$ cat config.mk
export PLATFORM = sky130hd
export DESIGN_NAME = chol_iter
export DESIGN_NICKNAME = d
export VERILOG_FILES = /design/src/rtl/chol_pkg.sv /design/src/rtl/chol_iter.sv
export SDC_FILE = /design/constraint.sdc
export NUM_CORES = 1
export LEC_CHECK = 0
export ABC_CLOCK_PERIOD_IN_PS = 3000
export BUFFER_PORTS_ARGS = -buffer_cell sky130_fd_sc_hd__clkbuf_2
export CAP_MARGIN = 20
export CORE_MARGIN = 2
export CORE_UTILIZATION = 25
export DETAILED_ROUTE_END_ITERATION = 7
export SLEW_MARGIN = 5
export SYNTH_ARGS = -nofsm -noshare
export SYNTH_HDL_FRONTEND = slang
export SYNTH_SLANG_ARGS = --single-unit
export TNS_END_PERCENT = 5
$ cat constraint.sdc
create_clock -name clk -period 3 [get_ports clk]
set_input_delay 0.3 -clock clk [delete_from_list [all_inputs] [get_ports clk]]
set_output_delay 0.3 -clock clk [all_outputs]
set_load 0.05 [all_outputs]
$ cat src/rtl/chol_pkg.sv
// Shared types and constants of the Cholesky factorizer.
package chol_pkg;

  localparam int MAX_N    = 16;
  localparam int IDX_W    = 4;
  localparam int ADDR_W   = 8;
  localparam int DEPTH    = MAX_N * MAX_N;
  localparam int SIZE_W   = 5;
  localparam int ACC_W    = 70;

  localparam logic [1:0] ACT_WRITE = 2'd0;
  localparam logic [1:0] ACT_FACT  = 2'd1;
  localparam logic [1:0] ACT_READ  = 2'd2;

  localparam logic [1:0] STAT_OK  = 2'd0;
  localparam logic [1:0] STAT_NPD = 2'd1;
  localparam logic [1:0] STAT_SAT = 2'd2;

  typedef struct packed {
    logic [1:0]        action;
    logic              in_range;
    logic [ADDR_W-1:0] addr;
    logic [31:0]       value;
  } item_t;

  typedef struct packed {
    logic        start;
    logic        sqrt_mode;
    logic        neg;
    logic [63:0] num;
    logic [31:0] den;
  } iter_req_t;

  typedef struct packed {
    logic        done;
    logic        sat;
    logic [31:0] res;
  } iter_rsp_t;

endpackage

$ cat src/rtl/chol_iter.sv
// Shared iterative unit: restoring divide (one bit a cycle) and square root.
module chol_iter (
  input  logic                clk,
  input  logic                rst,
  input  chol_pkg::iter_req_t req,
  output chol_pkg::iter_rsp_t rsp
);

  logic        busy;
  logic        mode;
  logic        neg;
  logic [5:0]  cnt;
  logic [31:0] den;
  logic [63:0] dnum;
  logic [32:0] drem;
  logic [63:0] sv;
  logic [33:0] sr;
  logic [31:0] sq;
  logic        done;

  logic [32:0] dt;
  logic        dge;
  logic [35:0] tr;
  logic [35:0] trial;
  logic        sge;
  logic [35:0] sdiff;

  always_comb begin
    dt    = {drem[31:0], dnum[63]};
    dge   = dt >= {1'b0, den};
    tr    = {sr, sv[63:62]};
    trial = {2'b00, sq, 2'b01};
    sge   = tr >= trial;
    sdiff = tr - trial;
  end

  always_ff @(posedge clk) begin
    if (req.start) begin
      mode <= req.sqrt_mode;
      neg  <= req.neg;
      den  <= req.den;
      dnum <= req.num;
      drem <= '0;
      sv   <= req.num;
      sr   <= '0;
      sq   <= '0;
    end else if (busy) begin
      if (mode) begin
        sr <= sge ? sdiff[33:0] : tr[33:0];
        sq <= {sq[30:0], sge};
        sv <= {sv[61:0], 2'b00};
      end else begin
        drem <= dge ? (dt - {1'b0, den}) : dt;
        dnum <= {dnum[62:0], dge};
      end
    end
  end

  always_ff @(posedge clk) begin
    if (rst) begin
      busy <= 1'b0;
      cnt  <= '0;
      done <= 1'b0;
    end else begin
      done <= 1'b0;
      if (req.start) begin
        busy <= 1'b1;
        cnt  <= '0;
      end else if (busy) begin
        cnt <= cnt + 6'd1;
        if (cnt == (mode ? 6'd31 : 6'd63)) begin
          busy <= 1'b0;
          done <= 1'b1;
        end
      end
    end
  end

  always_comb begin
    rsp.done = done;
    rsp.sat  = 1'b0;
    if (mode) begin
      if (sq[31]) begin
        rsp.sat = 1'b1;
        rsp.res = 32'h7FFF_FFFF;
      end else begin
        rsp.res = sq;
      end
    end else if (neg) begin
      if (dnum > 64'h0000_0000_8000_0000) begin
        rsp.sat = 1'b1;
        rsp.res = 32'h8000_0000;
      end else begin
        rsp.res = -dnum[31:0];
      end
    end else begin
      if (dnum > 64'h0000_0000_7FFF_FFFF) begin
        rsp.sat = 1'b1;
        rsp.res = 32'h7FFF_FFFF;
      end else begin
        rsp.res = dnum[31:0];
      end
    end
  end

endmodule

==> results.toml <==
[route]
drtAntennaViolNets = 0
firstDrtPassIters = 5
routed_wl_um = 48500
remaining_drc_errors = 0
vias = 13700
wl_per_cell_um = 17.3
routed_via_density = 4.89
drt_iter0_markers = 863

[die]
die_area_sq_um = 62900
initial_utilization_pct = 25.3
die_w_um = 251
coreArea_sq_um = 60200
die_h_um = 251
pin_count = 135
fp-row-count = 90

[yosys]
synth_top_family_by_area = "compound AO/OA/AOI/OAI gates"
synth_seq_cells = 268
synth_fp_nets = 1885
synth_area_sq_um = 15200
ys_seq_area_share_pct = 45.9
synthMuxAreaShare_pct = 2.65
ys_async_sr_fraction_pct = 0
syn_area_per_cell_sq_um = 8.88
yosysUniqueCellTypes = 76
synthAdderAreaFrac_pct = 5.72
synth_cells = 1715
synth_simple_gate_area_share_pct = 12.8
synth_edf_count = 162
synth_xor_area_share_pct = 3.39
yosys_most_used_dff = "edfxtp_1"
yosys_warnings = 0
synth_compound_area_share_pct = 22.0

[timing]
fin_ws_ns = -1.19
rsz0062_at_grt = "true"
min_period_over_period_pct = 140
fin_crit_ns = 4.19
hold_violations = 0
slew_violations = 0
tightest_slew_ns = 0.671
fmax_mhz = 238
fin_worst_skew_ns = 0.0377
slew_headroom_pct = 55.3
setup_violations = 33

[place]
gp_congestion = 0.925
place_inst = 2695
dpl_worst_slack_ns = -0.878
dpl_cell_area_sq_um = 18500
portBuffers = 134
place_hpwl_um = 36000

[min_path]
min-delay-path-class = "in -> reg"

[cells_and_area]
most-common-layout-cells = "inv_1, o21ai_0, nand2_1"
n_fill_cell = 6138
final_common_cell = "inv_1"
drive_gt1_share_pct = 22.3
multi_input_area_sq_um = 7630
areaGrowthSynthToFinish_pct = 34.2
instances_no_fill = 2796
final_nets = 2157
regArea_sq_um = 6990
finalInstanceArea_sq_um = 20400
finish.utilization_pct = 33.9

[clocking]
clk_pin_slew_worst_paths_ns = 0.06
cts_root_buf = "clkbuf_16"
clock_path_buffers = 3
cts_tree = "done"
numCtsBuffers = 34
clock_latency_ns = 0.56
htreeDepth = 2
cts.sinks = 268

[global_route]
grt.total_usage_pct = 15.1
grt_pass1_vias = 13600
grt_max_degree = 130
antenna_found_initial = 2
grt_first_pass_wirelength_um = 75200
globalRouteOverflowTotal = 0

[outcome]
outcome = "finished with violations"
violations = "negative setup slack"

[power_and_ir_drop]
p_comb_share_pct = 45.9
p_per_area_nw_per_um2 = 808
clkPwrFrac_pct = 26.8
seqPwrFrac_pct = 27.3
worst_ir_drop_vdd_mv = 0.601
total_power_mw = 16.5
p_int_mw = 10.3
p_leak_nw = 8.54
p_switching_mw = 6.19
p_sw_share_pct = 37.5

[setup_path]
cp.required_ns = 2.70
arrival_ns = 3.89
worstSetupEndpointType = "output pin"
cp_max_fo = 3
crit_type = "reg -> out"
start_kind = "flip-flop"

[run]
drv_cap = 0
[synth_stat cells (all sizes together), types with 4 or more instances]
master | count | share of area, %
nor3 | 20 | 0.66
nand2 | 188 | 4.6
edfxtp | 162 | 32
ha | 68 | 5.6
dfxtp | 106 | 14
a21oi | 115 | 3.8
and3 | 10 | 0.41
o22ai | 36 | 1.5
and2 | 8 | 0.33
o21ai | 233 | 7.7
a21o | 33 | 1.6
buf | 7 | 0.24
or4 | 7 | 0.39
nor2 | 85 | 2.1
o21a | 14 | 0.69
nand3 | 14 | 0.46
xor2 | 26 | 1.5
clkbuf | 85 | 2.1
o32a | 5 | 0.33
nand2b | 9 | 0.37
a31oi | 34 | 1.4
a211oi | 10 | 0.49
o21bai | 7 | 0.35
nor2b | 8 | 0.33
xnor2 | 33 | 1.9
a221oi | 4 | 0.23
o22a | 4 | 0.23
nand4 | 19 | 0.78
a32oi | 5 | 0.29
nor4 | 19 | 0.88
mux2i | 37 | 2.4
or2 | 7 | 0.29
inv | 209 | 5.2
a211o | 6 | 0.35
or3 | 9 | 0.44
o2111ai | 4 | 0.23
a22oi | 8 | 0.39
o31ai | 11 | 0.54
o211ai | 4 | 0.20
[through the flow]
step / hold WS [ns] / TNS, ns
floorplan: 0.369 / -35.96
global placement: 0.443 / -16.98
detailed placement: 0.447 / -19.90
CTS: 0.0120 / -38.26
global route: 0.0552 / -36.17
finish: 0.0388 / -29.46
[repair_timing]
action,in CTS,in global routing
resized for setup,23,49
endpoints found under the setup margin,66,89
buffers inserted,2,1
hold buffers,35,0
pin swaps,16,13
endpoints found under the hold margin,35,0
gates cloned,0,0
[registers in the layout (all words and copies together), names as in the netlist]
register	flops
dnum	64
sv	64
sr	34
den	32
drem	32
sq	32
cnt	6
busy	1
done	1
mode	1
neg	1
[logic make-up (layout without fill, tap and decap cells)]
logic type | after synthesis | count (layout)
other | 0 | 1
adders and majority gates | 69 | 69
xor gates and xnor gates | 59 | 59
muxes | 40 | 40
AOI/OAI and AO/OA | 561 | 561
DFF | 268 | 268
buffers and inverters | 303 | 601
and+or+nand+nor | 415 | 415
[worst max-delay path: stages (launching register included)]
cell and delay (ns):
edfxtp_1 0.43, or4_4 0.58, nor3_4 0.20, nand3_2 0.17
or4_4 0.45, or3_4 0.35, or3_4 0.36, nor4b_4 0.30
xnor2_2 0.13, a21boi_4 0.19, buf_12 0.16
[final cells by class]
class	count	area share [%]
tap	782	4.79
timing repair buffer	328	13.9
multi-input combinational	1144	37.3
antenna	1	0.0122
clock inverter	22	1.57
inverter	211	3.88
sequential	268	34.2
clock buffer	40	4.32
[path summary, 6_finish.rpt]
check / start / slack [ns] / end / depth (start not counted)
worst min-delay path: req[64] / 0.04 / sv[32]$_DFFE_PP_ / 3
worst max register to register: den[3]$_DFFE_PP_ / 0.01 / drem[10]$_SDFFE_PP0P_ / 13
worst min register to register: drem[31]$_SDFFE_PP0P_ / 0.46 / drem[31]$_SDFFE_PP0P_ / 2
worst max-delay path: dnum[1]$_DFFE_PP_ / -1.19 / rsp[31] / 10
[power groups by stage]
| stage | clock network, mW | logic, mW | registers, mW |
|---|---|---|---|
| 2_1_floorplan | 0 | 7.67 | 4.65 |
| 3_3_place_gp | 0 | 7.27 | 4.56 |
| 3_5_place_dp | 0 | 7.32 | 4.57 |
| 4_1_cts | 4.57 | 7.42 | 4.50 |
| 5_1_grt | 4.69 | 8.34 | 4.54 |
| 6_report | 4.43 | 7.57 | 4.51 |
[routing by layer]
| layer | vias up | GRT usage, % | routed length [um] |
|---|---|---|---|
| met3 | 85 | 2.55 | 2460 |
| met2 | 357 | 24.5 | 22400 |
| met4 | 0 | 5.53 | 1430 |
| li1 | 6656 | - | - |
| met5 | - | 0 | 0 |
| met1 | 6572 | 20.1 | 22300 |
Power figures use the tool's default switching activity.
